==> config.mk <==
export PLATFORM = sky130hd
export DESIGN_NAME = damped_angle_chaser
export DESIGN_NICKNAME = d
export VERILOG_FILES = /design/src/dac_pkg.sv /design/src/dac_cfg_regs.sv /design/src/dac_tick.sv /design/src/damped_angle_chaser.sv
export SDC_FILE = /design/constraint.sdc
export NUM_CORES = 2
export LEC_CHECK = 0
export BUFFER_PORTS_ARGS = -buffer_cell sky130_fd_sc_hd__buf_4
export CORE_MARGIN = 5
export CORE_UTILIZATION = 45
export DETAILED_ROUTE_END_ITERATION = 10
export HOLD_SLACK_MARGIN = 0.08
export PLACE_DENSITY = 0.67
export SETUP_SLACK_MARGIN = 0.3
export SKIP_LAST_GASP = 1
export SYNTH_ARGS = -nofsm -noshare
export SYNTH_HDL_FRONTEND = slang
export SYNTH_SLANG_ARGS = --single-unit
==> constraint.sdc <==
create_clock -name clk_i -period 15.9 [get_ports clk_i]
set_clock_uncertainty 0.2 [all_clocks]
set_input_delay 2.385 -clock clk_i [delete_from_list [all_inputs] [get_ports clk_i]]
set_output_delay 2.385 -clock clk_i [all_outputs]
set_load 0.01 [all_outputs]
==> src/dac_pkg.sv <==
// ----------------------------------------------------------------------------
// dac_pkg: shared types and constants for the damped angle chaser
// Opcodes, register indexes, register reset values and field widths.
// ----------------------------------------------------------------------------
package dac_pkg;

  // Fixed field widths of the stream items
  localparam int unsigned AngleInW   = 20;
  localparam int unsigned StepInW    = 20;
  localparam int unsigned OpW        = 2;
  localparam int unsigned OutAngleW  = 20;

  // Configuration register widths
  localparam int unsigned RateW      = 16;
  localparam int unsigned ThreshW    = 19;
  localparam int unsigned CfgIndexW  = 2;
  localparam int unsigned CfgDataW   = 19;

  // Q2.14 factors
  localparam int unsigned Q14Frac    = 14;
  localparam int unsigned Q14Half    = 8192;

  localparam int unsigned AngleBitsDefault = 20;

  localparam logic [RateW-1:0]   DampingRateReset     = 16'd4915;
  localparam logic [RateW-1:0]   OvershootScaleReset  = 16'd16384;
  localparam logic [ThreshW-1:0] FinishThresholdReset = 19'd167;

  typedef enum logic [OpW-1:0] {
    OpTick  = 2'd0,
    OpChase = 2'd1,
    OpLoad  = 2'd2
  } op_e;

  typedef enum logic [CfgIndexW-1:0] {
    RegDampingRate     = 2'd0,
    RegOvershootScale  = 2'd1,
    RegFinishThreshold = 2'd2
  } reg_idx_e;

  typedef struct packed {
    logic [RateW-1:0]   damping_rate;
    logic [RateW-1:0]   overshoot_scale;
    logic [ThreshW-1:0] finish_threshold;
  } cfg_t;

endpackage

==> src/dac_cfg_regs.sv <==
// ----------------------------------------------------------------------------
// dac_cfg_regs: configuration register file
// Damping rate, overshoot scale and finish threshold, written by index.
// ----------------------------------------------------------------------------
module dac_cfg_regs import dac_pkg::*; (
  input  logic                 clk_i,
  input  logic                 rst_ni,
  input  logic                 cfg_valid_i,
  output logic                 cfg_ready_o,
  input  logic [CfgIndexW-1:0] cfg_index_i,
  input  logic [CfgDataW-1:0]  cfg_data_i,
  output cfg_t                 cfg_o
);

  cfg_t cfg_q, cfg_d;

  assign cfg_ready_o = 1'b1;
  assign cfg_o       = cfg_q;

  always_comb begin
    cfg_d = cfg_q;
    if (cfg_valid_i) begin
      unique case (reg_idx_e'(cfg_index_i))
        RegDampingRate:     cfg_d.damping_rate     = cfg_data_i[RateW-1:0];
        RegOvershootScale:  cfg_d.overshoot_scale  = cfg_data_i[RateW-1:0];
        RegFinishThreshold: cfg_d.finish_threshold = cfg_data_i[ThreshW-1:0];
        default: ;  // unmapped index, dropped
      endcase
    end
  end

  always_ff @(posedge clk_i or negedge rst_ni) begin
    if (!rst_ni) begin
      cfg_q.damping_rate     <= DampingRateReset;
      cfg_q.overshoot_scale  <= OvershootScaleReset;
      cfg_q.finish_threshold <= FinishThresholdReset;
    end else begin
      cfg_q <= cfg_d;
    end
  end

endmodule

==> src/dac_tick.sv <==
// ----------------------------------------------------------------------------
// dac_tick: one chase tick
// Advances the needle by the step, tests for overshoot, damps and reverses
// the step, and snaps to the goal once the step is small enough.
// ----------------------------------------------------------------------------
module dac_tick import dac_pkg::*; #(
  parameter int unsigned AngleBits = AngleBitsDefault
) (
  input  logic                        clk_i,
  input  logic                        rst_ni,
  input  cfg_t                        cfg_i,
  input  logic [AngleBits-1:0]        needle_i,
  input  logic [AngleBits-1:0]        goal_i,
  input  logic signed [AngleBits-1:0] step_i,
  output logic [AngleBits-1:0]        needle_o,
  output logic signed [AngleBits-1:0] step_o,
  output logic                        active_o
);

  localparam int unsigned MagW  = AngleBits - 1;
  localparam int unsigned ProdW = MagW + RateW;
  localparam int unsigned RndW  = ProdW + 1 - Q14Frac;
  localparam int unsigned CmpW  = (MagW > ThreshW) ? MagW : ThreshW;

  localparam logic [AngleBits-1:0] HalfTurn    = {1'b1, {(AngleBits-1){1'b0}}};
  localparam logic [RndW-1:0]      QuarterWide = RndW'(1) << (AngleBits - 2);

  logic [AngleBits-1:0]        needle_sum;
  logic signed [AngleBits:0]   delta, delta_neg;
  logic [AngleBits-1:0]        adist, gap;
  logic                        far_way, delta_pos, step_pos, step_neg, reverse;
  logic signed [AngleBits-1:0] step_neg_val;
  logic [MagW-1:0]             smag;
  logic [ProdW-1:0]            prod_scale, prod_damp;
  logic [ProdW:0]              damp_rnd;
  logic [RndW-1:0]             damp_mag;
  logic [MagW-1:0]             sat_mag;
  logic signed [AngleBits-1:0] sat_ext, step_rev, step_t, step_t_neg;
  logic                        overshoot;
  logic [MagW-1:0]             mag_t;
  logic                        finish;

  assign needle_sum = needle_i + step_i;

  assign delta     = $signed({1'b0, goal_i}) - $signed({1'b0, needle_sum});
  assign delta_neg = -delta;
  assign adist     = delta[AngleBits] ? delta_neg[AngleBits-1:0] : delta[AngleBits-1:0];
  assign far_way   = adist > HalfTurn;
  // long way round: the gap is the complement of the distance
  assign gap       = far_way ? (AngleBits'(0) - adist) : adist;

  assign delta_pos = !delta[AngleBits] && (delta != '0);
  assign step_neg  = step_i[AngleBits-1];
  assign step_pos  = !step_neg && (step_i != '0);

  always_comb begin
    priority if (far_way) begin
      reverse = delta_pos ? step_pos : step_neg;
    end else begin
      reverse = delta_pos ? step_neg : step_pos;
    end
  end

  assign step_neg_val = -step_i;
  assign smag = step_neg ? step_neg_val[MagW-1:0] : step_i[MagW-1:0];

  assign prod_scale = ProdW'(smag) * ProdW'(cfg_i.overshoot_scale);
  assign prod_damp  = ProdW'(smag) * ProdW'(cfg_i.damping_rate);

  assign overshoot = {1'b0, gap, {Q14Frac{1'b0}}} > prod_scale;

  // round half up, then saturate to a quarter turn
  assign damp_rnd = {1'b0, prod_damp} + (ProdW + 1)'(Q14Half);
  assign damp_mag = damp_rnd[ProdW:Q14Frac];
  assign sat_mag  = (damp_mag > QuarterWide) ? QuarterWide[MagW-1:0] : damp_mag[MagW-1:0];
  assign sat_ext  = $signed(AngleBits'(sat_mag));
  assign step_rev = step_pos ? -sat_ext : sat_ext;

  assign step_t     = (reverse && overshoot) ? step_rev : step_i;
  assign step_t_neg = -step_t;
  assign mag_t      = step_t[AngleBits-1] ? step_t_neg[MagW-1:0] : step_t[MagW-1:0];
  assign finish     = CmpW'(mag_t) < CmpW'(cfg_i.finish_threshold);

  assign needle_o = finish ? goal_i : needle_sum;
  assign step_o   = finish ? '0 : step_t;
  assign active_o = !finish;

  localparam logic signed [AngleBits-1:0] QuarterS = AngleBits'(1) << (AngleBits - 2);

  // a reversed step never leaves the quarter-turn band
  assert property (@(posedge clk_i) disable iff (!rst_ni)
    (step_rev <= QuarterS) && (step_rev >= -QuarterS))
    else $error("reversed step outside quarter turn");

  // a reversal always flips the sign of a non-zero step
  assert property (@(posedge clk_i) disable iff (!rst_ni)
    (reverse && overshoot && step_rev != '0) |->
      (step_rev[AngleBits-1] != step_i[AngleBits-1]))
    else $error("reversal kept the step sign");

  // a finished tick lands exactly on the goal
  assert property (@(posedge clk_i) disable iff (!rst_ni)
    finish |-> (needle_o == goal_i) && (step_o == '0))
    else $error("finish did not snap to goal");

endmodule

==> src/damped_angle_chaser.sv <==
// ----------------------------------------------------------------------------
// damped_angle_chaser: needle angle chaser with damped overshoot
// Input register, tick logic with chase state, and result register.
// ----------------------------------------------------------------------------
// Takes one item per clock cycle while the output is not stalled and returns
// one result item for each; an item passes the input register and then the
// result register. The rate is set by the state loop: needle add, distance, the
// two step multiplies and compares, and the finish test are combinational from
// the state registers back to themselves. Op tick advances an active chase, op
// chase starts a chase with goal and clamped step, op load sets the needle;
// op 3 leaves the state alone. Angles are ANGLE_BITS wide (full turn
// 2^ANGLE_BITS); current_angle reports the low 20 bits. The user must write
// registers only while no item is in flight; the block does not enforce this.
module damped_angle_chaser import dac_pkg::*; #(
  parameter int unsigned ANGLE_BITS = AngleBitsDefault
) (
  input  logic                 clk_i,
  input  logic                 rst_ni,
  // slave side
  input  logic                 s_axis_tvalid,
  output logic                 s_axis_tready,
  input  logic [39:0]          s_axis_tdata,   // [19:0] angle_in, [39:20] step_in
  input  logic [OpW-1:0]       s_axis_tuser,   // [1:0] op
  // master side
  output logic                 m_axis_tvalid,
  input  logic                 m_axis_tready,
  output logic [23:0]          m_axis_tdata,   // [19:0] current_angle, [20] chasing
  // configuration
  input  logic                 cfg_valid_i,
  output logic                 cfg_ready_o,
  input  logic [CfgIndexW-1:0] cfg_index_i,
  input  logic [CfgDataW-1:0]  cfg_data_i
);

  localparam int unsigned ClampW  = ((ANGLE_BITS > StepInW) ? ANGLE_BITS : StepInW) + 1;
  localparam int unsigned OutExtW = (ANGLE_BITS > OutAngleW) ? ANGLE_BITS : OutAngleW;
  localparam logic signed [ClampW-1:0] QuarterC = ClampW'(1) << (ANGLE_BITS - 2);

  cfg_t cfg;

  dac_cfg_regs u_cfg (
    .clk_i,
    .rst_ni,
    .cfg_valid_i,
    .cfg_ready_o,
    .cfg_index_i,
    .cfg_data_i,
    .cfg_o (cfg)
  );

  // input register
  logic                      in_valid_q;
  op_e                       in_op_q;
  logic [AngleInW-1:0]       in_angle_q;
  logic signed [StepInW-1:0] in_step_q;
  logic                      adv;

  assign adv           = in_valid_q && (!m_axis_tvalid || m_axis_tready);
  assign s_axis_tready = !in_valid_q || adv;

  always_ff @(posedge clk_i or negedge rst_ni) begin
    if (!rst_ni) begin
      in_valid_q <= 1'b0;
    end else if (s_axis_tready) begin
      in_valid_q <= s_axis_tvalid;
    end
  end

  always_ff @(posedge clk_i) begin
    if (s_axis_tready && s_axis_tvalid) begin
      in_op_q    <= op_e'(s_axis_tuser);
      in_angle_q <= s_axis_tdata[19:0];
      in_step_q  <= s_axis_tdata[39:20];
    end
  end

  // chase state
  logic [ANGLE_BITS-1:0]        needle_q, needle_d, goal_q, goal_d;
  logic signed [ANGLE_BITS-1:0] step_q, step_d;
  logic                         active_q, active_d;

  logic [ANGLE_BITS-1:0]        tick_needle;
  logic signed [ANGLE_BITS-1:0] tick_step;
  logic                         tick_active;

  dac_tick #(
    .AngleBits (ANGLE_BITS)
  ) u_tick (
    .clk_i,
    .rst_ni,
    .cfg_i    (cfg),
    .needle_i (needle_q),
    .goal_i   (goal_q),
    .step_i   (step_q),
    .needle_o (tick_needle),
    .step_o   (tick_step),
    .active_o (tick_active)
  );

  logic signed [ClampW-1:0] step_wide, step_clamped;

  assign step_wide    = ClampW'(in_step_q);
  assign step_clamped = (step_wide > QuarterC)  ? QuarterC  :
                        (step_wide < -QuarterC) ? -QuarterC : step_wide;

  always_comb begin
    needle_d = needle_q;
    goal_d   = goal_q;
    step_d   = step_q;
    active_d = active_q;
    if (adv) begin
      unique case (in_op_q)
        OpTick: begin
          if (active_q) begin
            needle_d = tick_needle;
            step_d   = tick_step;
            active_d = tick_active;
          end
        end
        OpChase: begin
          goal_d   = ANGLE_BITS'(in_angle_q);
          step_d   = step_clamped[ANGLE_BITS-1:0];
          active_d = 1'b1;
        end
        OpLoad: needle_d = ANGLE_BITS'(in_angle_q);
        default: ;  // unused op, state kept
      endcase
    end
  end

  always_ff @(posedge clk_i or negedge rst_ni) begin
    if (!rst_ni) begin
      needle_q <= '0;
      goal_q   <= '0;
      step_q   <= '0;
      active_q <= 1'b0;
    end else begin
      needle_q <= needle_d;
      goal_q   <= goal_d;
      step_q   <= step_d;
      active_q <= active_d;
    end
  end

  // result register
  logic [OutExtW-1:0]   needle_ext_d, needle_ext_q;
  logic                 out_valid_q;
  logic [OutAngleW-1:0] out_angle_q;
  logic                 out_chasing_q;

  assign needle_ext_d = OutExtW'(needle_d);
  assign needle_ext_q = OutExtW'(needle_q);

  always_ff @(posedge clk_i or negedge rst_ni) begin
    if (!rst_ni) begin
      out_valid_q <= 1'b0;
    end else if (adv) begin
      out_valid_q <= 1'b1;
    end else if (m_axis_tready) begin
      out_valid_q <= 1'b0;
    end
  end

  always_ff @(posedge clk_i) begin
    if (adv) begin
      out_angle_q   <= needle_ext_d[OutAngleW-1:0];
      out_chasing_q <= active_d;
    end
  end

  assign m_axis_tvalid = out_valid_q;
  assign m_axis_tdata  = {3'b000, out_chasing_q, out_angle_q};

  // idle chase always has a zero step
  assert property (@(posedge clk_i) disable iff (!rst_ni)
    !active_q |-> (step_q == '0))
    else $error("idle with non-zero step");

  // a held result always mirrors the current state
  assert property (@(posedge clk_i) disable iff (!rst_ni)
    out_valid_q |-> (out_chasing_q == active_q) &&
                    (out_angle_q == needle_ext_q[OutAngleW-1:0]))
    else $error("result out of step with state");

  // state moves only when an item is processed
  assert property (@(posedge clk_i) disable iff (!rst_ni)
    !adv |=> $stable(needle_q) && $stable(step_q) && $stable(active_q))
    else $error("state changed without an item");

  // an item leaving the input register always lands in the result register
  assert property (@(posedge clk_i) disable iff (!rst_ni)
    adv |=> out_valid_q)
    else $error("processed item lost");

endmodule
### After elaboration in Yosys (flattened, before gate mapping)

Cells that the tools add are included.

| storage, ports and cells | value |
|---|---|
| register bits | 177 |
| output and inout port bits | 27 |
| word-level logic and storage cells | 82 |

| cells by class | value |
|---|---|
| add/subtract/negate cells | 8 |
| multipliers | 2 |
| order comparisons | 6 |
| eq/ne operators | 5 |
| multiplexer cells | 24 |
| reductions and logical operators | 23 |

Operator list:

| cell | count |
|---|---|
| 20-bit two-way mux | 11 |
| 20-bit case mux with 2 select lines | 2 |
| 19-bit by 16-bit multiplier with 35-bit output | 2 |
| 19-bit two-way mux | 3 |
| 20-bit > comparator (second input constant) | 2 |
| 19-bit negator | 2 |
| 35-bit by 14-bit adder with 36-bit output (second input constant) | 1 |
| 34-bit by 35-bit > comparator with 1-bit output | 1 |
| 22-bit by 19-bit > comparator with 1-bit output (second input constant) | 1 |
| 21-bit nonzero test | 1 |
| 20-bit by 20-bit subtractor with 21-bit output | 1 |
| 20-bit adder | 1 |
| 20-bit by 19-bit less-than comparator with 1-bit output (second input constant) | 1 |
| 19-bit negator with 20-bit output | 1 |
| 20-bit negator | 1 |
| 20-bit nonzero test | 1 |
| 1-bit by 20-bit subtractor with 20-bit output (first input constant) | 1 |
| 19-bit less-than comparator | 1 |
| 2-bit AND reduction | 4 |
| 1-bit two-way mux | 7 |
| 1-bit logical AND | 5 |
| 1-bit zero test | 5 |
| 2-bit by 1-bit equality test with 1-bit output (second input constant) | 2 |
| 2-bit equality test (second input constant) | 2 |
| other kinds (6) | 9 |

### Depth between registers and ports, before layout

| depth | value |
|---|---|
| depth in word-level cells | 16 |
| gate-level depth with buffers | 78 |
| depth with buffers taken out | 71 |

### By module

A second synthesis with hierarchy kept.

| second synthesis, totals | value |
|---|---|
| cells, all modules | 3,727 |
| area, all modules | 33,607.2 sq um |

By module, submodules not included:

| module | times used | cells an instance | area each (sq um) | sequential area each (sq um) |
|---|---|---|---|---|
| dac_tick | 1 | 3,313 | 26,840.7 | 0.0 |
| damped_angle_chaser | 1 | 303 | 4,813.4 | 3,468.3 |
| dac_cfg_regs | 1 | 111 | 1,953.1 | 1,292.5 |

### Worst setup path before layout

No wires, ideal clock.

| timing path | value |
|---|---|
| kind | reg-to-reg |
| start | reg step_q[4] |
| end | reg out_angle_q[19], data pin |
| library setup time | 265 ps |
| data arrival time | 13,576 ps |
| required time | 15,435 ps |
| setup slack | 1,858 ps |
| cell stages (with the launch flop) | 72 |
| buffers on the path | 5 |
| clock period less this slack | 14,042 ps |
| cells stage by stage | dfrtp_1 -> clkbuf_1 -> nor3_1 -> nand2b_1 -> or3_1 -> or4b_2 -> or2_2 -> o21ai_0 -> xnor2_1 -> clkbuf_1 -> nand2_1 -> fa_1 -> fa_1 -> fa_1 -> inv_1 -> fa_1 -> fa_1 -> inv_1 -> [... 36 more ...] -> nor2_1 -> xnor2_1 -> ha_1 -> a21o_1 -> a21oi_1 -> nor2b_1 -> o21ai_0 -> nand2b_1 -> a21oi_1 -> nor2b_1 -> o21ai_0 -> nand2b_1 -> nor4b_1 -> a31oi_1 -> or2_1 -> buf_2 -> o21a_1 -> a221o_1 |

| between the ends | value |
|---|---|
| longest elaborated chain between the ends | 16 |

Ends and longest elaborated chain:

| what | RTL line | text |
|---|---|---|
| start: declaration | damped_angle_chaser.sv:79 | `logic signed [ANGLE_BITS-1:0] step_q, step_d;` |
| start signal: assignment | damped_angle_chaser.sv:140 | `step_q <= step_d;` |
| 19-bit negator / 20-bit adder (equally long branches) | dac_tick.sv:64, dac_tick.sv:43 |  |
| 19-bit two-way mux / 20-bit by 20-bit subtractor with 21-bit output (equally long branches) | dac_tick.sv:65, dac_tick.sv:45 |  |
| 19-bit by 16-bit multiplier with 35-bit output / 20-bit negator (equally long branches) | dac_tick.sv:68, dac_tick.sv:46 |  |
| 35-bit by 14-bit adder with 36-bit output / 20-bit two-way mux (equally long branches) | dac_tick.sv:73, dac_tick.sv:47 |  |
| 22-bit by 19-bit > comparator with 1-bit output (tied with other cells) | dac_tick.sv:75 | `assign sat_mag = (damp_mag > QuarterWide) ? QuarterWide[MagW-1:0] : damp_mag[MagW-1:0];` |
| 19-bit two-way mux / 20-bit two-way mux (equally long branches) | dac_tick.sv:75, dac_tick.sv:50 |  |
| 19-bit negator with 20-bit output / 34-bit by 35-bit > comparator with 1-bit output (equally long branches) | dac_tick.sv:77, dac_tick.sv:70 |  |
| 20-bit two-way mux / 1-bit logical AND (equally long branches) | dac_tick.sv:77, dac_tick.sv:79 |  |
| 20-bit two-way mux | dac_tick.sv:79 | `assign step_t = (reverse && overshoot) ? step_rev : step_i;` |
| 19-bit negator | dac_tick.sv:80 | `assign step_t_neg = -step_t;` |
| 19-bit two-way mux | dac_tick.sv:81 | `assign mag_t = step_t[AngleBits-1] ? step_t_neg[MagW-1:0] : step_t[MagW-1:0];` |
| 19-bit less-than comparator | dac_tick.sv:82 | `assign finish = CmpW'(mag_t) < CmpW'(cfg_i.finish_threshold);` |
| 20-bit two-way mux (*) | dac_tick.sv:84 | `assign needle_o = finish ? goal_i : needle_sum;` |
| 20-bit two-way mux (*) | damped_angle_chaser.sv:114 | `if (active_q) begin` |
| 20-bit case mux with 2 select lines (*) | damped_angle_chaser.sv:112 | `unique case (in_op_q)` |
| 20-bit two-way mux (*) | damped_angle_chaser.sv:111 | `if (adv) begin` |
| net needle_d[19] | damped_angle_chaser.sv:78 | `logic [ANGLE_BITS-1:0] needle_q, needle_d, goal_q, goal_d;` |
| end signal: assignment | damped_angle_chaser.sv:166 | `out_angle_q <= needle_ext_d[OutAngleW-1:0];` |
| end: declaration | damped_angle_chaser.sv:148 | `logic [OutAngleW-1:0] out_angle_q;` |

Mark *: on every way through the listed nets, which the timed path passes. The rest lies on a longest branch.
A chain may end at the register's enable or synchronous reset.

### Final worst setup path

| timing path | value |
|---|---|
| start | reg step_q[5] |
| end | reg out_chasing_q, data pin |

| between the ends | value |
|---|---|
| longest elaborated chain between the ends | 16 |

Ends and longest elaborated chain:

| what | RTL line | text |
|---|---|---|
| 19-bit negator / 20-bit adder (equally long branches) | dac_tick.sv:64, dac_tick.sv:43 |  |
| 19-bit two-way mux / 20-bit by 20-bit subtractor with 21-bit output (equally long branches) | dac_tick.sv:65, dac_tick.sv:45 |  |
| 19-bit by 16-bit multiplier with 35-bit output / 20-bit negator (equally long branches) | dac_tick.sv:68, dac_tick.sv:46 |  |
| 35-bit by 14-bit adder with 36-bit output / 20-bit two-way mux (equally long branches) | dac_tick.sv:73, dac_tick.sv:47 |  |
| 22-bit by 19-bit > comparator with 1-bit output (tied with other cells) | dac_tick.sv:75 |  |
| 19-bit two-way mux / 20-bit two-way mux (equally long branches) | dac_tick.sv:75, dac_tick.sv:50 |  |
| 19-bit negator with 20-bit output / 34-bit by 35-bit > comparator with 1-bit output (equally long branches) | dac_tick.sv:77, dac_tick.sv:70 |  |
| 20-bit two-way mux / 1-bit logical AND (equally long branches) | dac_tick.sv:77, dac_tick.sv:79 |  |
| 20-bit two-way mux (*) | dac_tick.sv:79 |  |
| 19-bit negator | dac_tick.sv:80 |  |
| 19-bit two-way mux (*) | dac_tick.sv:81 |  |
| 19-bit less-than comparator (*) | dac_tick.sv:82 |  |
| 1-bit zero test (*) | dac_tick.sv:86 | `assign active_o = !finish;` |
| 1-bit two-way mux (*) | damped_angle_chaser.sv:114 |  |
| 1-bit case mux with 2 select lines (*) | damped_angle_chaser.sv:112 |  |
| 1-bit two-way mux (*) | damped_angle_chaser.sv:111 |  |
| net active_d | damped_angle_chaser.sv:80 | `logic active_q, active_d;` |
| end signal: assignment | damped_angle_chaser.sv:167 | `out_chasing_q <= active_d;` |
| end: declaration | damped_angle_chaser.sv:149 | `logic out_chasing_q;` |

Marks and branches as above.

==> flow_summary.yaml <==
floorplan:
  die-area_sq_mm: 0.0795
  core_sq_mm: 0.0732
  io_pins: 95
  start_util_pct: 45.5
  die_w_um: 282
  die_height_um: 282
  rows: 99
global_route:
  grt_pass1_vias: 27400
  grt-ovfl-total: 0
  antenna_found_initial: 4
  grt_max_degree: 65
  grt_first_pass_wirelength_um: 148000
  grt.total_usage_pct: 23.4
layout:
  fill_cells: 6859
  syn2layout_area_growth_pct: 7.85
  final_common_cell: "inv_1"
  multiInputGateArea_sq_mm: 0.0257
  layout.cells.most_common_list: "inv_1, fa_1, nand2_1"
  final-seq-area_sq_mm: 0.00476
  nNetsFinal: 4587
  drive_gt1_share_pct: 9.93
  utilization_pct: 49.0
detailed_routing:
  routed_wl_um: 90700
  post_drt_wl_per_cell_um: 19.3
  vias: 26300
  ant_nets: 0
  drc: 0
  first_pass_iters: 5
  viasPerCell: 5.59
  drt_iter0_markers: 1835
clock_tree:
  clk_pin_slew_ns: 0.08
  htree_levels: 4
  cts_buffers: 17
  clk_path_buf_depth: 2
  cts_sinks: 177
  postCtsHoldBufs: 0
  clk_latency_ns: 0.49
  cts_tree: "done"
  cts-root-buf: "clkbuf_16"
sta:
  hold_violations: 0
  fin_crit_sh_pct: 92.8
  worst_slew_pin_slew_ns: 1.22
  rsz0062_at_grt: "no"
  fin_crit_ns: 14.75
  clock.fmax_ghz: 0.0678
  fin_tns_setup_ns: 0
  maxSlewViolCount: 0
  relSlewSlack_pct: 17.0
  finalSetupViolCount: 0
synthesis:
  synth_edf_count: 63
  synthCells: 3747
  synth_simple_gate_area_share_pct: 18.0
  synthMuxAreaShare_pct: 3.18
  synthArstFlopShare_pct: 64.4
  synthFlopType: "dfrtp_1"
  synth_compound_area_share_pct: 10.8
  synthTopCellsByArea: "fa_1, ha_1, dfrtp_1"
  yosysWarnings: 0
  yosys.cell_types.count: 97
  synth_top_area_share_pct: 28.6
  yosys.area_share.adder_pct: 40.3
  synth_top_family_by_area: "adder cells"
  yosysTopAreaCell: "fa_1"
  synth.ff_latch_count: 177
  synth_xor_area_share_pct: 4.03
  syn_area_sq_mm: 0.0333
  avgSynthCellArea_sq_um: 8.88
  seq_area_frac_synth_pct: 14.3
worst_setup_path:
  cp_slowest_stage_delay_ns: 0.67
  path_class: "flop to flop"
  path_common_cell: "fa_1"
  path_max_fanout: 20
  required_ns: 15.88
  startpoint_type: "flop"
  arrival_ns: 14.73
  crit_slowest_cell: "or4b_2"
  end_kind: "flop"
  reg2reg_setup_slack_ns: 1.15
placed_design:
  gp_congestion: 0.970
  port_buffers: 90
  dpl.hpwl_um: 72700
hold_path:
  hp-class: "flop to flop"
outcome:
  outcome: "completed"
job:
  cap_viol_max_count: 0
-- what timing repair did --
action | CTS | global route
setup buffers | 0 | 6
endpoints found under the setup margin | 4 | 62
resized for setup | 1 | 30
pin swaps | 0 | 5
-- sequential cells by signal (all words and copies together) (netlist names), 2 cells and up --
signal	count
u_cfg.cfg_o	51
in_op_q	2
goal_q	20
in_angle_q	20
in_step_q	20
step_q	20
needle_ext_q	20
out_angle_q	20
-- worst max-delay path: cells and delay by family, from the launching register on --
family                     cells  cell delay (ns)
DFF                            1             0.48
xor gates and xnor gates       3             0.52
adders and majority gates      9             3.98
buffers and inverters          8             1.07
AOI/OAI and AO/OA             16             3.54
muxes                          2             0.43
and+or+nand+nor               18             4.17
-- cell usage after synthesis (all sizes together) (26+ instances only) --
| master | instances |
|---|---|
| a21oi | 132 |
| and2 | 284 |
| edfxtp | 63 |
| a31oi | 27 |
| buf | 26 |
| dfrtp | 101 |
| nor2 | 138 |
| ha | 311 |
| xor2 | 54 |
| xnor2 | 99 |
| o21ai | 103 |
| o21a | 31 |
| nand3 | 45 |
| nand2 | 433 |
| nor2b | 38 |
| fa | 475 |
| clkbuf | 171 |
| nand2b | 34 |
| mux2 | 75 |
| inv | 618 |
| a21o | 59 |
| nor3 | 49 |
-- per-layer routing --
metal  track usage [%]  part of all wire (%)  wire [um]
met4              7.57                   3.2       2870
met1              31.7                    43      39400
met3              4.47                   6.9       6240
met2              38.3                    47      42200
met5                 0                 0.026         24
-- area by class of cell --
cell class                      count  area share (%)
Inverter                          618            6.46
Clock buffer                       17            1.18
Antenna cell                        1         0.00697
Timing Repair Buffer              162            3.55
Multi-Input combinational cell   2757            71.6
Tap cell                          959            3.34
Clock inverter                     15           0.572
Sequential cell                   177            13.3
-- path summary, 6_finish.rpt --
path	from	to	cells after the start
worst min-delay path	in_valid_q$_DFFE_PN0N_	m_axis_tvalid$_DFFE_PN0P_	1
min in group asynchronous	rst_ni	step_q[11]$_DFFE_PN0P_	1
worst max register to register	step_q[5]$_DFFE_PN0P_	out_chasing_q$_DFFE_PP_	56
worst min register to register	in_valid_q$_DFFE_PN0N_	m_axis_tvalid$_DFFE_PN0P_	1
max in group asynchronous	rst_ni	u_cfg.cfg_o[21]$_DFFE_PN0P_	2
worst max-delay path	step_q[5]$_DFFE_PN0P_	out_chasing_q$_DFFE_PP_	56
-- per-stage QoR --
step	cell area, sq um	hold WS [ns]	cells	setup WS [ns]
6_report	35900	0.295	4706	1.15
5_1_grt	35900	0.326	4705	0.275
4_1_cts	35700	0.294	4699	0.363
3_5_place_dp	35000	0.287	4667	0.305
3_3_place_gp	35000	0.276	4667	0.590
2_1_floorplan	33300	0.257	3749	1.86
-- logic make-up (layout without fill, tap and decap cells) --
kind of cell             Yosys count  count (layout)
AND/OR/NAND/NOR                 1179            1179
buffers and inverters            815             812
adder cells (fa/ha/maj)          786             786
AO/OA/AOI/OAI                    539             539
flip-flops                       177             177
XOR/XNOR                         153             153
multiplexers                      96              96
other                              2               5
Power is left out: the tool's default activity adds up to more than one toggle a clock period on the data nets, which glitch-free logic cannot reach.
